File: config.mk
export PLATFORM = sky130hd
export DESIGN_NAME = csg_reduce
export DESIGN_NICKNAME = d
export VERILOG_FILES = /design/src/hdl/csg_pkg.sv /design/src/hdl/csg_reduce.sv
export SDC_FILE = /design/constraint.sdc
export NUM_CORES = 2
export LEC_CHECK = 0
export BUFFER_PORTS_ARGS = -buffer_cell sky130_fd_sc_hd__clkbuf_2
export CAP_MARGIN = 30
export CORE_UTILIZATION = 35
export CTS_CLUSTER_SIZE = 40
export DETAILED_ROUTE_END_ITERATION = 16
export SLEW_MARGIN = 30
export SYNTH_ARGS = -nofsm -noshare
export SYNTH_HDL_FRONTEND = slang
export SYNTH_SLANG_ARGS = --single-unit
File: constraint.sdc
create_clock -name clk -period 11.65 [get_ports clk]
set_clock_uncertainty 0.05 [all_clocks]
set_input_delay 2.33 -clock clk [delete_from_list [all_inputs] [get_ports clk]]
set_output_delay 2.33 -clock clk [all_outputs]
set_load 0.005 [all_outputs]
File: src/hdl/csg_pkg.sv
package csg_pkg;

    localparam int ROT_STEPS = 32;

    localparam int INDEX_W   = 16;
    localparam int FREQ_W    = 15;
    localparam int RATE_W    = 18;
    localparam int AMP_W     = 15;
    localparam int SAMPLE_W  = 16;
    localparam int CFG_IDX_W = 2;
    localparam int CFG_DAT_W = 18;

    // Numerator of the first division is index * 2^31.
    localparam int RATE_BITS    = INDEX_W + 31;
    localparam int MULT_STAGES  = 4;
    localparam int PHASE_W      = 64;
    // Phase / 113 always fits in this many bits.
    localparam int QUOT_BITS    = 58;
    localparam int ANGLE_W      = 33;
    localparam int CORDIC_W     = 34;
    localparam int SCALE_STAGES = 2;
    localparam int DIV_DIGITS   = 4;
    localparam int MOD_STAGES   = 5;

    localparam int PIPE_LATENCY = RATE_BITS + MULT_STAGES + 2 * DIV_DIGITS + MOD_STAGES
                                + ROT_STEPS + SCALE_STAGES;

    localparam logic [8:0]  PI_NUM  = 9'd355;
    localparam logic [7:0]  PI_DEN  = 8'd113;

    localparam logic [ANGLE_W-1:0] HALF_PI   = 33'h0_6487_ED51;
    localparam logic [ANGLE_W-1:0] PI_Q30    = {HALF_PI[31:0], 1'b0};
    localparam logic [ANGLE_W-1:0] PI3_2_Q30 = HALF_PI + PI_Q30;
    localparam logic [ANGLE_W-1:0] FULL_TURN = {HALF_PI[30:0], 2'b00};

    // Rounded-up reciprocal of 113, exact for every 23-bit partial dividend.
    localparam logic [23:0] DIV_RECIP = 24'(((64'd1 << 30) + 64'd112) / 64'd113);
    // Rounded-down reciprocal of a full turn, scaled by 2^58.
    localparam logic [25:0] MOD_RECIP = 26'((64'd1 << 58) / {31'b0, FULL_TURN});

    localparam logic signed [CORDIC_W-1:0] INV_GAIN = 34'sh0_26DD_3B6A;

    localparam logic signed [SAMPLE_W-1:0] SAMPLE_MAX = 16'sd32766;
    localparam logic signed [SAMPLE_W-1:0] SAMPLE_MIN = -16'sd32767;

    typedef enum logic [CFG_IDX_W-1:0] {
        REG_TONE = 2'd0,
        REG_RATE = 2'd1,
        REG_AMP  = 2'd2
    } cfg_reg_t;

    typedef struct packed {
        logic               valid;
        logic               neg;
        logic [30:0]        angle;
    } fold_t;

    typedef struct packed {
        logic                       valid;
        logic                       neg;
        logic signed [CORDIC_W-1:0] sine;
    } cordic_out_t;

    function automatic logic [29:0] atan_q30(input int unsigned k);
        logic [29:0] v;
        case (k)
            0:  v = 30'h3243F6A8;
            1:  v = 30'h1DAC6705;
            2:  v = 30'h0FADBAFC;
            3:  v = 30'h07F56EA6;
            4:  v = 30'h03FEAB76;
            5:  v = 30'h01FFD55B;
            6:  v = 30'h00FFFAAA;
            7:  v = 30'h007FFF55;
            8:  v = 30'h003FFFEA;
            9:  v = 30'h001FFFFD;
            10: v = 30'h000FFFFF;
            11: v = 30'h0007FFFF;
            12: v = 30'h0003FFFF;
            13: v = 30'h0001FFFF;
            14: v = 30'h0000FFFF;
            15: v = 30'h00007FFF;
            16: v = 30'h00003FFF;
            17: v = 30'h00001FFF;
            18: v = 30'h00000FFF;
            19: v = 30'h000007FF;
            20: v = 30'h000003FF;
            21: v = 30'h000001FF;
            22: v = 30'h000000FF;
            23: v = 30'h0000007F;
            24: v = 30'h0000003F;
            25: v = 30'h0000001F;
            26: v = 30'h0000000F;
            27: v = 30'h00000008;
            28: v = 30'h00000004;
            29: v = 30'h00000002;
            30: v = 30'h00000001;
            default: v = 30'h00000000;
        endcase
        return v;
    endfunction

endpackage

File: src/hdl/csg_reduce.sv
module csg_reduce import csg_pkg::*; (
    input  logic               clk,
    input  logic               rst_n,
    input  logic               in_valid,
    input  logic [PHASE_W-1:0] phase,
    output fold_t              fold
);

    // Division by 113 in 16-bit digits, two stages for each digit.
    logic [22:0]        dnum_reg  [DIV_DIGITS];
    logic [15:0]        dqd_reg   [DIV_DIGITS];
    logic [PHASE_W-1:0] dsh_reg   [DIV_DIGITS];
    logic               dhvld_reg [DIV_DIGITS];
    logic [6:0]         drem_reg  [DIV_DIGITS];
    logic [PHASE_W-1:0] dwork_reg [DIV_DIGITS];
    logic               dvld_reg  [DIV_DIGITS];

    genvar i;
    generate
        for (i = 0; i < DIV_DIGITS; i++) begin : g_div
            logic [6:0]         r_in;
            logic [PHASE_W-1:0] w_in;
            logic               v_in;
            logic [22:0]        num;
            logic [46:0]        est;
            logic [22:0]        back;
            logic [22:0]        rem;
            if (i == 0) begin : g_first
                assign r_in = '0;
                assign w_in = phase;
                assign v_in = in_valid;
            end else begin : g_rest
                assign r_in = drem_reg[i-1];
                assign w_in = dwork_reg[i-1];
                assign v_in = dvld_reg[i-1];
            end
            assign num  = {r_in, w_in[PHASE_W-1 -: 16]};
            assign est  = {24'b0, num} * {23'b0, DIV_RECIP};
            assign back = {7'b0, dqd_reg[i]} * {15'b0, PI_DEN};
            assign rem  = dnum_reg[i] - back;

            always_ff @(posedge clk or negedge rst_n)
            begin
                if (!rst_n)
                begin
                    dhvld_reg[i] <= 1'b0;
                    dvld_reg[i]  <= 1'b0;
                end
                else
                begin
                    dhvld_reg[i] <= v_in;
                    dvld_reg[i]  <= dhvld_reg[i];
                end
            end

            always_ff @(posedge clk)
            begin
                dnum_reg[i]  <= num;
                dqd_reg[i]   <= est[45:30];
                dsh_reg[i]   <= {w_in[PHASE_W-17:0], 16'b0};
                drem_reg[i]  <= rem[6:0];
                dwork_reg[i] <= {dsh_reg[i][PHASE_W-1:16], dqd_reg[i]};
            end
        end
    endgenerate

    logic [PHASE_W-1:0]   quot;
    logic [QUOT_BITS-1:0] q;
    logic [57:0]          kprod;
    logic [58:0]          kf_full;
    logic [34:0]          r_next;
    logic [34:0]          r_fix;
    logic [ANGLE_W-1:0]   a_next;
    logic [3:0]           mvld_reg;
    logic [25:0]          kest_reg;
    logic [QUOT_BITS-1:0] q1_reg;
    logic                 eq1_reg;
    logic [34:0]          kf_reg;
    logic [34:0]          q2_reg;
    logic                 eq2_reg;
    logic [34:0]          r_reg;
    logic                 eq3_reg;
    logic [ANGLE_W-1:0]   a_reg;

    assign quot = dwork_reg[DIV_DIGITS-1];
    assign q    = quot[QUOT_BITS-1:0];

    // The estimate of the turn count is low by at most two.
    assign kprod   = {26'b0, q[57:26]} * {32'b0, MOD_RECIP};
    assign kf_full = {33'b0, kest_reg} * {26'b0, FULL_TURN};
    assign r_next  = q2_reg - kf_reg;

    always_comb
    begin
        if (r_reg >= {1'b0, FULL_TURN, 1'b0})
            r_fix = r_reg - {1'b0, FULL_TURN, 1'b0};
        else if (r_reg >= {2'b0, FULL_TURN})
            r_fix = r_reg - {2'b0, FULL_TURN};
        else
            r_fix = r_reg;
        // An angle of exactly one full turn is kept unreduced.
        a_next = eq3_reg ? FULL_TURN : r_fix[ANGLE_W-1:0];
    end

    always_ff @(posedge clk or negedge rst_n)
    begin
        if (!rst_n)
        begin
            mvld_reg <= '0;
        end
        else
        begin
            mvld_reg <= {mvld_reg[2:0], dvld_reg[DIV_DIGITS-1]};
        end
    end

    always_ff @(posedge clk)
    begin
        kest_reg <= kprod[57:32];
        q1_reg   <= q;
        eq1_reg  <= q == {25'b0, FULL_TURN};
        kf_reg   <= kf_full[34:0];
        q2_reg   <= q1_reg[34:0];
        eq2_reg  <= eq1_reg;
        r_reg    <= r_next;
        eq3_reg  <= eq2_reg;
        a_reg    <= a_next;
    end

    logic [ANGLE_W-1:0] ang;
    logic               neg;
    logic               fold_vld_reg;
    logic               fold_neg_reg;
    logic [30:0]        fold_ang_reg;

    always_comb
    begin
        if (a_reg <= HALF_PI)
        begin
            ang = a_reg;
            neg = 1'b0;
        end
        else if (a_reg <= PI_Q30)
        begin
            ang = PI_Q30 - a_reg;
            neg = 1'b0;
        end
        else if (a_reg <= PI3_2_Q30)
        begin
            ang = a_reg - PI_Q30;
            neg = 1'b1;
        end
        else
        begin
            ang = FULL_TURN - a_reg;
            neg = 1'b1;
        end
    end

    always_ff @(posedge clk or negedge rst_n)
    begin
        if (!rst_n)
        begin
            fold_vld_reg <= 1'b0;
        end
        else
        begin
            fold_vld_reg <= mvld_reg[3];
        end
    end

    always_ff @(posedge clk)
    begin
        fold_neg_reg <= neg;
        fold_ang_reg <= ang[30:0];
    end

    assign fold.valid = fold_vld_reg;
    assign fold.neg   = fold_neg_reg;
    assign fold.angle = fold_ang_reg;

endmodule

# == After elaboration in Yosys (flattened, before gate mapping) ==
# Memories as Yosys holds them, arrays and structs flattened.
# Index checks and enable logic that the tools add are counted.
# Widths: inputs -> output; s select.
# word_totals
reg_bits,245
ram_bits,632
output_inout_bits,33
wordCells,58
mem_count,5
# memory_table
memory,words,width,rd,rd_clocked_by_memory_dff,wr,line,rtl
dwork_reg,4,64,4,0,4,csg_reduce.sv:15,logic [PHASE_W-1:0] dwork_reg [DIV_DIGITS];
dsh_reg,4,48,4,0,4,csg_reduce.sv:12,logic [PHASE_W-1:0] dsh_reg [DIV_DIGITS];
dnum_reg,4,23,4,0,4,csg_reduce.sv:10,logic [22:0] dnum_reg [DIV_DIGITS];
dqd_reg,4,16,4,0,4,csg_reduce.sv:11,logic [15:0] dqd_reg [DIV_DIGITS];
drem_reg,4,7,3,0,4,csg_reduce.sv:14,logic [6:0] drem_reg [DIV_DIGITS];
# op_classes
add_sub_neg,10
multipliers,10
magnitude_cmp,5
n_eq_ne,1
n_mux,6
# op_table
operator,n
$mul 23x24->46 const B,3
$mux 31,3
$mux 33,2
$sub 33x33->33 const B,2
$mul 16x7->7 const B,4
$eq 58x33->1 const B,1
$mul 32x26->58 const B,1
$mul 16x24->40 const B,1
$ge 35x33->1 const B,1
$ge 35x34->1 const B,1
$sub 35x35->35,1
$le 33x31->1 const B,1
$le 33x32->1 const B,1
$le 33x33->1 const B,1
$mul 26x31->33 const B,1
$sub 29x31->31 const A,1
$sub 31x31->31 const A,1
$sub 31x31->31 const B,1
$sub 7x7->7,4
$mux 1,1

# == Longest topological paths before layout ==
# depth
ltp_word,4
depth_mapped,28
depth_no_buf,27

# == Least setup slack after synthesis ==
# OpenSTA, ideal clock, no wires.
# synth_timing
kind,input to register
start,in phase[49]
end,mem dqd_reg[0][9]
setup_time_ns,0.072
t_arrival_ns,7.797
required_ns,11.528
slack_ns,3.731
path_stages,21
n_path_buf,0
cell_sequence,fa_1 > fa_1 > inv_1 > fa_1 > inv_1 > fa_1 > inv_1 > fa_1 > fa_1 > inv_1 > ha_1 > or4_1 > a2111oi_0 > o21ai_1 > o211ai_1 > a21oi_1 > o31ai_1 > nor2b_1 > o21a_1 > a21oi_1 > xnor2_1
# synth_rtl
item,line,rtl
"start, declared",csg_reduce.sv:5,"input logic [PHASE_W-1:0] phase,"
"end, declared",csg_reduce.sv:11,

==> results.sh <==
export IMPL_status="complete, no violations"
export IMPL_worstReg2RegEnd="dqd_reg[2][15]$_DFF_P_"
export IMPL_rows=169
export IMPL_grt_overflow_total=0
export IMPL_final_cell_mix="inv_1 (1932), ha_1 (1386), fa_1 (1260)"
export IMPL_finalCritPeriodShare_pct=69.6
export IMPL_rrSetupSlack_ps=3580
export IMPL_path_buf_inv=5
export IMPL_rsz0062_at_grt="no"
export IMPL_antenna_left=0
export IMPL_grt_pass1_wl_um=276000
export IMPL_dp_cells=9831
export IMPL_multi_input_area_mm2=0.0527
export IMPL_track_usage_pct=16.3
export IMPL_syn_area_mm2=0.0753
export IMPL_clk_pin_slew_ps=60
export IMPL_fillCellCount=20719
export IMPL_num_vias=45640
export IMPL_finalNonFillerCells=9984
export IMPL_worst_path_max_delay_cell="fa_1"
export IMPL_grt_max_degree=38
export IMPL_period_minus_slack_ps=8100
export IMPL_reg2reg_from="dwork_reg[1][57]$_DFF_P_"
export IMPL_end_kind="flip-flop"
export IMPL_clock_sinks=751
export IMPL_die_area_mm2=0.217
export IMPL_ctsHoldBuffers=0
export IMPL_grt_antenna_before_repair=5
export IMPL_syn_inst=6961
export IMPL_core_area_mm2=0.213
export IMPL_finalHoldViolations=0
export IMPL_clk_latency_ps=720
export IMPL_crit_chain="clkbuf_2, fa_1, inv_1, fa_1, fa_1, inv_1, fa_1, inv_1, fa_1, inv_1, fa_1, ha_1, a21o_1, a21o_1, a2111oi_0, o21ai_1, o211ai_1, a21oi_1, o31ai_1, nor2b_1, o21a_1, a21oi_1, xnor2_1"
export IMPL_area_growth_pct=9.14
export IMPL_worst_slew_pin_slew_ps=910
export IMPL_crit_type="in -> reg"
export IMPL_drc=0
export IMPL_drv_slew=0
export IMPL_largest_register_ff_count=232
export IMPL_crit_path_start_kind="input port"
export IMPL_initial_core_util_pct=35.4
export IMPL_synth_seq_cells=751
export IMPL_ff_latch_area_mm2=0.0151
export IMPL_gp_congestion=0.904
export IMPL_fmax_mhz=123
export IMPL_finalWirelength_um=171000
export IMPL_cp_required_ps=12260
export IMPL_ys_flop_type="dfxtp_1"
export IMPL_hp_class="reg -> reg"
export IMPL_routed_via_density=4.57
export IMPL_setup_tns_final_ps=0
export IMPL_cts_setup_buffers=0
export IMPL_routedWlPerCell_um=17.1
export IMPL_yosysSeqAreaShare_pct=20.0
export IMPL_final_common_cell="inv_1"
export IMPL_post_cts_resized=0
export IMPL_rr_worst_depth=23
export IMPL_cts_tree="done"
export IMPL_slew_headroom_pct=38.5
export IMPL_crit_arrival_ps=8720
export IMPL_clock_path_buffers=3
export IMPL_root_buffer="clkbuf_16"
export IMPL_drv_cap=0
export IMPL_critical_path_depth=23
export IMPL_io_pins=100
export IMPL_crit_top_cell="fa_1"
export IMPL_firstDrtPassIters=6
export IMPL_cts_buffers=84
export IMPL_grt_pass1_vias=50539
export IMPL_avgSynthCellArea_um2=10.8
export IMPL_syn_num_nets=9674
export IMPL_drive_gt1_share_pct=4.22
export IMPL_synth_cell_types=92
export IMPL_synthArstFlopShare_pct=1.73
export IMPL_crit_family="adder cells"
export IMPL_cp_endpoint="dqd_reg[0][9]$_DFF_P_"
export IMPL_first_iter_violations=1964
export IMPL_dieHeight_um=466
export IMPL_hpwl_um=150000
export IMPL_setup_viol=0
export IMPL_synth_edff_count=0
export IMPL_crit_path_max_incr_delay_ps=770
export IMPL_die_w_um=466
export IMPL_ys_warn_count=0
export IMPL_nNetsFinal=9809
export IMPL_port_buffers=99
export IMPL_cts_htree_levels=3
export IMPL_crit_start="phase[62]"
export IMPL_crit_path_max_fanout=8
[per-layer routing]
| metal | vias to the layer above | global-route usage, % | wire [um] |
|---|---|---|---|
| li1 | 21977 | - | - |
| met1 | 22745 | 21.4 | 78100 |
| met2 | 743 | 28.5 | 84000 |
| met3 | 173 | 1.86 | 5940 |
| met4 | 2 | 3.50 | 3070 |
| met5 | - | 0 | 13 |
[how the worst min path moves through the flow]
stage | from | end | slack (ps) | cells after the start
after floorplan | dwork_reg[0][0]$_DFF_P_ | dsh_reg[1][0]$_DFF_P_ | 260 | 0
after global placement | dsh_reg[0][37]$_DFF_P_ | dwork_reg[0][53]$_DFF_P_ | 260 | 0
after detailed placement | dwork_reg[0][33]$_DFF_P_ | dsh_reg[1][33]$_DFF_P_ | 260 | 0
after CTS | dsh_reg[2][14]$_DFF_P_ | dwork_reg[2][30]$_DFF_P_ | 250 | 0
after global routing | dsh_reg[2][15]$_DFF_P_ | dwork_reg[2][31]$_DFF_P_ | 260 | 0
final | dsh_reg[2][15]$_DFF_P_ | dwork_reg[2][31]$_DFF_P_ | 250 | 0
[metrics by stage]
stage	util, %	worst slack, ps	area (um^2)	hold slack, ps
2_1_floorplan	-	3730	75300	260
3_3_place_gp	37.2	2860	79200	260
3_5_place_dp	37.2	2790	79200	262
4_1_cts	38.6	3570	82200	247
5_1_grt	38.6	3280	82200	263
6_report	38.6	3550	82200	247
[cell usage after synthesis (41+ instances only)]
master    instances  area share (%)
inv_1          1932             9.6
nor2_1          154            0.77
dfxtp_1         738              20
o21ai_0         120            0.80
a21oi_1         174             1.2
xnor2_1         207             2.4
nand3_1          61            0.41
clkbuf_1         42            0.21
ha_1           1386              23
nand2b_1         42            0.35
nor3_1           47            0.31
nand2_1         121            0.60
a21o_1           95            0.95
o21a_1           41            0.41
xor2_1           60            0.70
fa_1           1260              33
[cell type report]
class	count	area share [%]
Tap cell	2821	4.29
Inverter	1933	8.83
Sequential cell	751	18.4
Antenna cell	2	0.00609
Multi-Input combinational cell	4216	64.1
Clock buffer	101	2.76
Clock inverter	50	0.924
Timing Repair Buffer	110	0.703
[kinds of logic after synthesis]
kind of cell,share of synthesized area (%)
adder cells (fa/ha/maj),56.5
buffers and inverters,9.98
flip-flops,20.0
AO/OA/AOI/OAI,6.09
AND/OR/NAND/NOR,4.08
XOR/XNOR,3.11
multiplexers,0.168
Power is left out: the tool's default activity adds up to more than one toggle a clock period on the data nets, which glitch-free logic cannot reach.
