**src/hdl/csg_pkg.sv**
```systemverilog
package csg_pkg;

    localparam int ROT_STEPS = 32;

    localparam int INDEX_W   = 16;
    localparam int FREQ_W    = 15;
    localparam int RATE_W    = 18;
    localparam int AMP_W     = 15;
    localparam int SAMPLE_W  = 16;
    localparam int CFG_IDX_W = 2;
    localparam int CFG_DAT_W = 18;

    // Numerator of the first division is index * 2^31.
    localparam int RATE_BITS    = INDEX_W + 31;
    localparam int MULT_STAGES  = 4;
    localparam int PHASE_W      = 64;
    // Phase / 113 always fits in this many bits.
    localparam int QUOT_BITS    = 58;
    localparam int ANGLE_W      = 33;
    localparam int CORDIC_W     = 34;
    localparam int SCALE_STAGES = 2;
    localparam int DIV_DIGITS   = 4;
    localparam int MOD_STAGES   = 5;

    localparam int PIPE_LATENCY = RATE_BITS + MULT_STAGES + 2 * DIV_DIGITS + MOD_STAGES
                                + ROT_STEPS + SCALE_STAGES;

    localparam logic [8:0]  PI_NUM  = 9'd355;
    localparam logic [7:0]  PI_DEN  = 8'd113;

    localparam logic [ANGLE_W-1:0] HALF_PI   = 33'h0_6487_ED51;
    localparam logic [ANGLE_W-1:0] PI_Q30    = {HALF_PI[31:0], 1'b0};
    localparam logic [ANGLE_W-1:0] PI3_2_Q30 = HALF_PI + PI_Q30;
    localparam logic [ANGLE_W-1:0] FULL_TURN = {HALF_PI[30:0], 2'b00};

    // Rounded-up reciprocal of 113, exact for every 23-bit partial dividend.
    localparam logic [23:0] DIV_RECIP = 24'(((64'd1 << 30) + 64'd112) / 64'd113);
    // Rounded-down reciprocal of a full turn, scaled by 2^58.
    localparam logic [25:0] MOD_RECIP = 26'((64'd1 << 58) / {31'b0, FULL_TURN});

    localparam logic signed [CORDIC_W-1:0] INV_GAIN = 34'sh0_26DD_3B6A;

    localparam logic signed [SAMPLE_W-1:0] SAMPLE_MAX = 16'sd32766;
    localparam logic signed [SAMPLE_W-1:0] SAMPLE_MIN = -16'sd32767;

    typedef enum logic [CFG_IDX_W-1:0] {
        REG_TONE = 2'd0,
        REG_RATE = 2'd1,
        REG_AMP  = 2'd2
    } cfg_reg_t;

    typedef struct packed {
        logic               valid;
        logic               neg;
        logic [30:0]        angle;
    } fold_t;

    typedef struct packed {
        logic                       valid;
        logic                       neg;
        logic signed [CORDIC_W-1:0] sine;
    } cordic_out_t;

    function automatic logic [29:0] atan_q30(input int unsigned k);
        logic [29:0] v;
        case (k)
            0:  v = 30'h3243F6A8;
            1:  v = 30'h1DAC6705;
            2:  v = 30'h0FADBAFC;
            3:  v = 30'h07F56EA6;
            4:  v = 30'h03FEAB76;
            5:  v = 30'h01FFD55B;
            6:  v = 30'h00FFFAAA;
            7:  v = 30'h007FFF55;
            8:  v = 30'h003FFFEA;
            9:  v = 30'h001FFFFD;
            10: v = 30'h000FFFFF;
            11: v = 30'h0007FFFF;
            12: v = 30'h0003FFFF;
            13: v = 30'h0001FFFF;
            14: v = 30'h0000FFFF;
            15: v = 30'h00007FFF;
            16: v = 30'h00003FFF;
            17: v = 30'h00001FFF;
            18: v = 30'h00000FFF;
            19: v = 30'h000007FF;
            20: v = 30'h000003FF;
            21: v = 30'h000001FF;
            22: v = 30'h000000FF;
            23: v = 30'h0000007F;
            24: v = 30'h0000003F;
            25: v = 30'h0000001F;
            26: v = 30'h0000000F;
            27: v = 30'h00000008;
            28: v = 30'h00000004;
            29: v = 30'h00000002;
            30: v = 30'h00000001;
            default: v = 30'h00000000;
        endcase
        return v;
    endfunction

endpackage

```
**src/hdl/csg_scale.sv**
```systemverilog
module csg_scale import csg_pkg::*; (
    input  logic                       clk,
    input  logic                       rst_n,
    input  cordic_out_t                sine,
    input  logic [AMP_W-1:0]           amplitude,
    output logic                       out_valid,
    output logic signed [SAMPLE_W-1:0] value
);

    localparam int PROD_W = CORDIC_W + AMP_W + 1;

    logic signed [PROD_W-1:0]   prod_reg, prod_next;
    logic                       neg_reg;
    logic [1:0]                 vld_reg;
    logic [PROD_W-1:0]          abs_prod;
    logic [PROD_W-31:0]         mag;
    logic                       sgn;
    logic signed [SAMPLE_W-1:0] value_reg, value_next;

    assign prod_next = sine.sine * $signed({1'b0, amplitude});

    // Truncation toward zero: shift the magnitude, then restore the sign.
    assign abs_prod = prod_reg[PROD_W-1] ? 50'(-prod_reg) : prod_reg;
    assign mag      = abs_prod[PROD_W-1:30];
    assign sgn      = prod_reg[PROD_W-1] ^ neg_reg;

    always_comb
    begin
        if (!sgn)
        begin
            if (mag > 20'(SAMPLE_MAX))
                value_next = SAMPLE_MAX;
            else
                value_next = mag[SAMPLE_W-1:0];
        end
        else
        begin
            if (mag > 20'd32767)
                value_next = SAMPLE_MIN;
            else
                value_next = -$signed(mag[SAMPLE_W-1:0]);
        end
    end

    always_ff @(posedge clk or negedge rst_n)
    begin
        if (!rst_n)
        begin
            vld_reg <= '0;
        end
        else
        begin
            vld_reg <= {vld_reg[0], sine.valid};
        end
    end

    always_ff @(posedge clk)
    begin
        prod_reg  <= prod_next;
        neg_reg   <= sine.neg;
        value_reg <= value_next;
    end

    assign out_valid = vld_reg[1];
    assign value     = value_reg;

endmodule

```
**config.mk**
```make
export PLATFORM = sky130hd
export DESIGN_NAME = csg_scale
export DESIGN_NICKNAME = d
export VERILOG_FILES = /design/src/hdl/csg_pkg.sv /design/src/hdl/csg_scale.sv
export SDC_FILE = /design/constraint.sdc
export NUM_CORES = 1
export LEC_CHECK = 0
export BUFFER_PORTS_ARGS = -buffer_cell sky130_fd_sc_hd__buf_4
export CORE_UTILIZATION = 40
export DETAILED_ROUTE_END_ITERATION = 10
export PLACE_DENSITY = 0.52
export SYNTH_ARGS = -nofsm -noshare
export SYNTH_HDL_FRONTEND = slang
export SYNTH_SLANG_ARGS = --single-unit
```
**constraint.sdc**
```tcl
create_clock -name clk -period 7.76 [get_ports clk]
set_input_delay 0.388 -clock clk [delete_from_list [all_inputs] [get_ports clk]]
set_output_delay 0.388 -clock clk [all_outputs]
set_load 0.05 [all_outputs]
```
Word level (Yosys, flattened, before mapping)

Cells that the tools add are included.

Flip-flop bits (word level): 69
Input bits: 53
Output and inout bits: 17
Logic and storage cells: 14

Add/subtract/negate cells: 2
Multipliers: 1
Magnitude comparators: 2
Muxes and demuxes: 4
Bitwise logic cells: 1

Operators by type and width:

| operator                                                               | count |
|---|---|
| 34-bit by 16-bit multiplier with 50-bit output                         | 1 |
| 50-bit two-way mux                                                     | 1 |
| 50-bit negation                                                        | 1 |
| 16-bit two-way mux                                                     | 3 |
| 20-bit by 15-bit > comparator with 1-bit output, second input constant | 2 |
| 16-bit negation                                                        | 1 |
| 1-bit bitwise XOR                                                      | 1 |

Logic depth before layout (Yosys ltp)

Gate-level depths: netlist of run 1.

Word-level depth: 5
Mapped depth: 25

Worst setup path after synthesis of run 1

No wires, ideal clock.

Path kind: in2reg
Start point: input amplitude[7]
End point: register prod_reg[44]
Data arrival time: 6.702 ns
Required time: 7.633 ns
Path slack: 0.931 ns
Stages on the path: 24
Path buffers: 2
Path through: clkbuf_1 clkbuf_1 nand2_1 fa_1 inv_1 fa_1 inv_1 fa_1 inv_1 fa_1 fa_1 inv_1 fa_1 inv_1 ha_1 a21oi_1 a21oi_1 a211o_1 or4b_2 a311oi_1 nor3_1 a31oi_1 o21ai_0 xor2_1

Word-level cells in the longest chain between the ends: 1

Ends and longest elaborated chain:

| element                                        | line            | text |
|---|---|---|
| start: declaration                             | csg_scale.sv:5  | `input logic [AMP_W-1:0] amplitude,` |
| 34-bit by 16-bit multiplier with 50-bit output | csg_scale.sv:20 | `assign prod_next = sine.sine * $signed({1'b0, amplitude});` |
| net prod_next[44]                              | csg_scale.sv:12 | `logic signed [PROD_W-1:0] prod_reg, prod_next;` |
| end signal: assignment                         | csg_scale.sv:59 | `prod_reg <= prod_next;` |
| end: declaration                               | csg_scale.sv:12 |  |

The timed path passes the listed nets, and every way through them passes these cells.

Worst setup path after layout of run 1

Start point: input amplitude[1]
End point: register prod_reg[44]

The elaborated chain is that of the path after synthesis.

==> key figures, run 1 <==
Timing
  – Unrepaired setup endpoints after global routing: no
  – Final min period: 6870 ps
  – Total negative setup slack: 0 ps
  – FMAX: 145 MHz
  – Setup violations, final: 0
  – Slew headroom: 31.7%
  – Final period utilization: 88.6%
  – Worst-Margin Slew: 1020 ps
  – Fin. Hold Viols: 0
  – Final worst slack: 887 ps
  – Post-Route Skew: 7.19 ps
  – Slew Viols, Final: 0

Yosys
  – Post-Synthesis Cells: 2269
  – Post-Syn Area per Cell: 8.96 um2
  – Post-synthesis cell type count: 69
  – Post-synth net total: 2923
  – Sequential area share after synthesis: 6.85%
  – Synth Warn #: 0
  – Synth top area cells: fa_1 (47%), inv_1 (9.7%), ha_1 (7.5%)
  – Ys async rst share: 2.90%
  – Yosys reg bits: 69
  – Number of synthesized flops with an enable pin: 0
  – Top cell type's share of synthesized area: 47.3%
  – Ys flop type: dfxtp_1
  – Synth area leader: fa_1
  – Post-synthesis cell area: 20300 um2

Clock network
  – Clk buf depth: 2
  – Root Driver: clkbuf_16
  – Clock Pin Slew Worst Setup and Hold Paths: 60 ps
  – Insertion delay to the later sink of the worst-skew pair: 340 ps
  – CTS Hold Bufs: 1
  – H-tree levels: 3
  – Post-CTS sizing: 0
  – CTS Buf Count: 9
  – Clock sink count: 69
  – CTS tree: done
  – Post-CTS Setup Bufs: 0

Floorplanning
  – Die width: 227 um
  – Total Die Area: 51700 um2
  – Starting Density: 40.5%
  – Die height: 227 um
  – Rows: 82
  – Io pins: 70
  – Core Region: 50200 um2

Worst hold path
  – Origin of the worst min-delay path: sine[34]
  – Worst Hold Class: input port to register
  – WHS Path Cells: 1
  – Worst Hold Path EP: neg_reg$_DFF_P_

Place
  – Port buffer count: 69
  – Area after DPL: 21300 um2
  – Post-DP HPWL: 43100 um
  – Pre-CTS WS: 587 ps
  – Routability cong.: 0.868

GRT
  – Initial antenna violation count: 0
  – Largest net degree at the start of global routing: 35
  – GRT Resource Usage Total: 22.8%
  – M1 GR Usage: 32.2%
  – M3 GR Usage: 3.33%
  – Remaining global-route overflow: 0
  – Global routing's busiest layer: met2
  – Met2 Use GR: 37.1%
  – First-pass GRT wire length: 89500 um
  – Vias in the first global route: 16200

Worst setup path
  – Worst r2r src: prod_reg[9]$_DFF_P_
  – Critical path type: input port to register
  – Worst reg-to-reg setup slack: 4400 ps
  – CP startpoint kind: input port
  – Worst path arrival time: 7090 ps
  – Endpoint class of the critical path: register
  – Reg2reg end: value[11]$_DFF_P_
  – Worst R2R Path Depth: 8
  – CP required: 7980 ps
  – Crit path max fanout: 34

Routing
  – Final wirelength: 55400 um
  – Drc violations: 0
  – DR pass1 iterations: 5
  – Routed vias/inst: 5.04
  – Antenna Nets Post-Route: 0
  – Via Count: 14800
  – Initial DRC count: 832
  – Routed length per instance: 18.9 um

Cells and area
  – Commonest non-fill, non-tap cell in the layout: inv_1
  – Share of layout cells above drive strength 1: 5.32%
  – Fill count: 5032
  – Number of diodes: 0
  – Largest register FFs: 50
  – P&R area growth vs syn: 6.45%
  – Nets@finish: 2904
  – Final instance area: 21600 um2
  – Commonest non-fill, non-tap cells in the layout: inv_1 (523), fa_1 (480), nand2_1 (340)

Status
  – Status: finished clean

Flow run
  – Max cap viols: 0
==> worst max-delay path by stage <==
stage,from,endpoint,slack [ps],cells past startpoint
final,amplitude[1],prod_reg[44]$_DFF_P_,890,21
after detailed placement,amplitude[1],prod_reg[44]$_DFF_P_,590,21
after global routing,amplitude[7],prod_reg[44]$_DFF_P_,540,24
after global placement,amplitude[1],prod_reg[48]$_DFF_P_,680,21
after CTS,amplitude[1],prod_reg[44]$_DFF_P_,950,21
after floorplan,amplitude[7],prod_reg[44]$_DFF_P_,930,24
==> metrics by stage <==
step | utilization [%] | std cells | hold WS (ps)
after CTS | 43.1 | 2927 | 132
after detailed placement | 42.5 | 2910 | 173
after global routing | 43.1 | 2927 | 140
after floorplan | - | 2269 | 92.4
after global placement | 42.5 | 2910 | 170
final | 43.1 | 2927 | 149
==> per-layer routing <==
metal / up-vias / part of all wire, %
met5: - / 0
met4: 0 / 1.5
met3: 63 / 5.4
met2: 445 / 47
met1: 7559 / 47
li1: 6699 / -
==> cells in the mapped netlist, types with 3 or more instances <==
library cell / n
nand2_1: 340
nor4_2: 7
o22ai_1: 3
or2_2: 3
o21bai_1: 4
nand3_1: 23
dfxtp_1: 67
a211oi_1: 5
o211ai_1: 6
or3_1: 7
clkbuf_1: 103
a21boi_0: 3
o21ai_0: 30
a31oi_1: 9
a21o_1: 20
o41ai_1: 3
o21ai_1: 3
nor2b_1: 6
a211o_1: 3
o31ai_1: 4
a21oi_1: 70
and3_1: 10
xnor2_1: 52
inv_1: 523
and2_1: 211
nand2b_1: 5
nand4_1: 9
nor3_1: 22
ha_1: 121
buf_2: 3
a2bb2oi_1: 3
nor2_1: 34
xor2_1: 21
o221ai_1: 5
fa_1: 480
mux2i_1: 6
==> cells by family (layout without fill, tap and decap cells) <==
logic type | count (synthesis) | count (layout) | share of synthesized area (%)
muxes | 7 | 7 | 0.351
and+or+nand+nor | 692 | 692 | 16.9
DFF | 69 | 69 | 6.85
xor gates and xnor gates | 73 | 73 | 3.15
buffers and inverters | 631 | 617 | 11.7
adders and majority gates | 601 | 601 | 54.7
AOI/OAI and AO/OA | 196 | 196 | 6.29
==> area by class of cell <==
type | count | area, um2 | area share (%)
Clock inverter | 6 | 62.6 | 0.289
Sequential cell | 69 | 1390 | 6.43
Inverter | 523 | 1960 | 9.08
Multi-Input combinational cell | 1569 | 16500 | 76.5
Timing Repair Buffer | 78 | 588 | 2.72
Tap cell | 672 | 841 | 3.89
Clock buffer | 10 | 239 | 1.10
==> critical path, cell delays in order <==
cell	delay [ps]
buf_4	420
nand2_1	160
fa_1	550
fa_1	530
fa_1	510
inv_1	50
fa_1	460
fa_1	540
inv_1	50
fa_1	520
inv_1	40
ha_1	370
a21oi_1	230
a21oi_1	90
a211o_1	310
or4b_2	710
a311oi_1	340
nor3_1	180
a31oi_1	280
o21ai_0	170
xor2_1	160
Power of run 1 is not shown: default switching activity piles up to over one toggle a cycle in this logic, so the estimate is an artifact.
==> inputs of run 2 (changes only) <==
ABC_AREA = 1   (was unset)
==> run 2 against run 1 <==
  * Highest routed layer unchanged
  * Worst setup slack improved by 640 ps
  * Sequential share of layout area fell by 0.39 points
  * Clock skew barely moved
  * Die area rose by 6.5%
  * Critical path type unchanged
  * Sequential cell count did not move
==> key figures, run 2 <==
Place
  – Routability cong.: 0.917
  – Port buffer count: 69
  – Post-DP HPWL: 48600 um

Floorplanning
  – Die width: 235 um
  – Starting Density: 40.9%
  – Total Die Area: 55100 um2
  – Core Region: 53000 um2
  – Rows: 84
  – Die height: 235 um
  – Io pins: 70

Routing
  – Routed length per instance: 16.1 um
  – Metal3 WL: 1880 um
  – Via Count: 17100
  – Top sig layer: met4
  – Routed vias/inst: 4.83
  – Antenna Nets Post-Route: 0
  – DR pass1 iterations: 5
  – Initial DRC count: 937
  – Drc violations: 0
  – Final wirelength: 56900 um
  – DRT met1 WL: 26500 um
  – Routed met2 length: 27300 um

Timing
  – Total negative setup slack: 0 ps
  – Setup violations, final: 0
  – Unrepaired setup endpoints after global routing: no
  – Slew headroom: 46.5%
  – Slew Viols, Final: 0
  – Final period utilization: 80.3%
  – Final min period: 6230 ps
  – FMAX: 160 MHz
  – Fin. Hold Viols: 0
  – Post-Route Skew: 7.65 ps
  – Worst-Margin Slew: 800 ps

Worst setup path
  – Most frequent cell on the critical path: fa_1
  – Worst reg-to-reg setup slack: 4990 ps
  – Kind of cell with the highest combined delay on the critical path: adder cells
  – Worst path arrival time: 6470 ps
  – Critical path's largest stage delay: 550 ps
  – Slowest cell on the critical path: fa_1
  – Buf/Inv on CP: 6
  – Reg2reg end: value[1]$_DFF_P_
  – Crit path max fanout: 34
  – Worst R2R Path Depth: 18
  – Worst r2r src: prod_reg[0]$_DFF_P_
  – CP startpoint kind: input port
  – Endpoint class of the critical path: register
  – Critical path type: input port to register
  – CP required: 8000 ps
  – Crit path cell chain: buf_4 -> nand2_1 -> fa_1 -> inv_1 -> fa_1 -> inv_1 -> fa_1 -> inv_1 -> fa_1 -> fa_1 -> inv_1 -> fa_1 -> inv_1 -> ha_1 -> nand2_1 -> o21ai_0 -> a21oi_1 -> o21ai_0 -> a21oi_1 -> o21bai_1 -> nand2_1 -> nand2_1 -> xor2_1

Yosys
  – Post-synthesis cell type count: 38
  – Synth area leader: fa_1
  – Commonest cells post-synth: inv_1 (836), nand2_1 (737), fa_1 (480)
  – Ys async rst share: 2.90%
  – Post-Synthesis Cells: 2867
  – Yosys reg bits: 69
  – Count leader, synth: inv_1
  – Post-Syn Area per Cell: 7.55 um2
  – Post-synthesis cell area: 21700 um2
  – Ys flop type: dfxtp_1
  – Synth Warn #: 0
  – Top cell type's share of synthesized area: 44.4%
  – Synth top area cells: fa_1 (44%), inv_1 (14%), nand2_1 (13%)
  – Number of synthesized flops with an enable pin: 0
  – Sequential area share after synthesis: 6.43%
  – Post-synth net total: 3521

Clock network
  – Clk buf depth: 2
  – Post-CTS sizing: 0
  – Post-CTS Setup Bufs: 0
  – Clock sink count: 69
  – Clock Pin Slew Worst Setup and Hold Paths: 50 ps
  – CTS tree: done
  – CTS Buf Count: 9
  – H-tree levels: 3
  – Insertion delay to the later sink of the worst-skew pair: 340 ps
  – Root Driver: clkbuf_16

Cells and area
  – Util after Layout: 43.4%
  – Nets@finish: 3503
  – P&R area growth vs syn: 6.28%
  – Number of diodes: 0
  – Commonest non-fill, non-tap cells in the layout: inv_1 (836), nand2_1 (737), fa_1 (480)
  – Share of layout cells above drive strength 1: 4.10%
  – Largest register FFs: 50
  – Fill count: 5527
  – Commonest non-fill, non-tap cell in the layout: inv_1

GRT
  – GRT Resource Usage Total: 21.8%
  – Largest net degree at the start of global routing: 41
  – First-pass GRT wire length: 96800 um
  – Initial antenna violation count: 0
  – Remaining global-route overflow: 0
  – Vias in the first global route: 18700

Worst hold path
  – Worst Hold Class: input port to register
  – WHS Path Cells: 1
  – Worst Hold Path EP: neg_reg$_DFF_P_
  – Origin of the worst min-delay path: sine[34]

Status
  – Status: finished clean

Flow run
  – Max cap viols: 0
[run 2: repair_timing]
item                                    4_1_cts  5_1_grt
hold buffers                                  1        0
hold endpoints to repair                      2        0
endpoints found under the setup margin        0        0
[run 2: how the worst max path moves through the flow]
stage | slack (ps) | from | endpoint | cells past startpoint
final | 1530 | amplitude[7] | prod_reg[43]$_DFF_P_ | 23
after global routing | 1230 | amplitude[7] | prod_reg[43]$_DFF_P_ | 23
after CTS | 1560 | amplitude[7] | prod_reg[43]$_DFF_P_ | 23
after detailed placement | 1220 | amplitude[7] | prod_reg[43]$_DFF_P_ | 23
after global placement | 1230 | amplitude[1] | prod_reg[44]$_DFF_P_ | 21
after floorplan | 1980 | amplitude[3] | prod_reg[29]$_DFF_P_ | 21
[run 2: layout make-up]
class / instances / area [um2] / area share [%]
multi-input combinational: 1861 / 16700 / 72.7
inverter: 836 / 3140 / 13.6
sequential: 69 / 1390 / 6.05
tap: 688 / 861 / 3.74
timing repair buffer: 72 / 543 / 2.36
clock buffer: 11 / 243 / 1.05
clock inverter: 5 / 108 / 0.468
[run 2: through the flow]
stage | cells | worst slack [ps] | hold WS [ps] | area, um2
after floorplan | 2867 | 1980 | 92.4 | 21700
after global placement | 3525 | 1230 | 170 | 22700
after detailed placement | 3525 | 1220 | 174 | 22700
after CTS | 3542 | 1560 | 141 | 23000
after global routing | 3542 | 1230 | 143 | 23000
final | 3542 | 1530 | 154 | 23000
[run 2: per-layer routing]
layer	track usage, %	vias to the layer above
li1	-	8096
met1	30.0	8568
met2	37.4	355
met3	1.82	82
met4	5.18	0
met5	0	-
[run 2: kinds of logic (layout without fill, tap and decap cells)]
logic type | Yosys count | count (layout) | share of synthesized area, %
flip-flops | 69 | 69 | 6.43
AND/OR/NAND/NOR | 1048 | 1048 | 19.6
adder cells (fa/ha/maj) | 601 | 601 | 51.4
XOR/XNOR | 55 | 55 | 2.22
buffers and inverters | 937 | 924 | 16.3
AO/OA/AOI/OAI | 157 | 157 | 4.04
Power of run 2 is left out for the same reason.
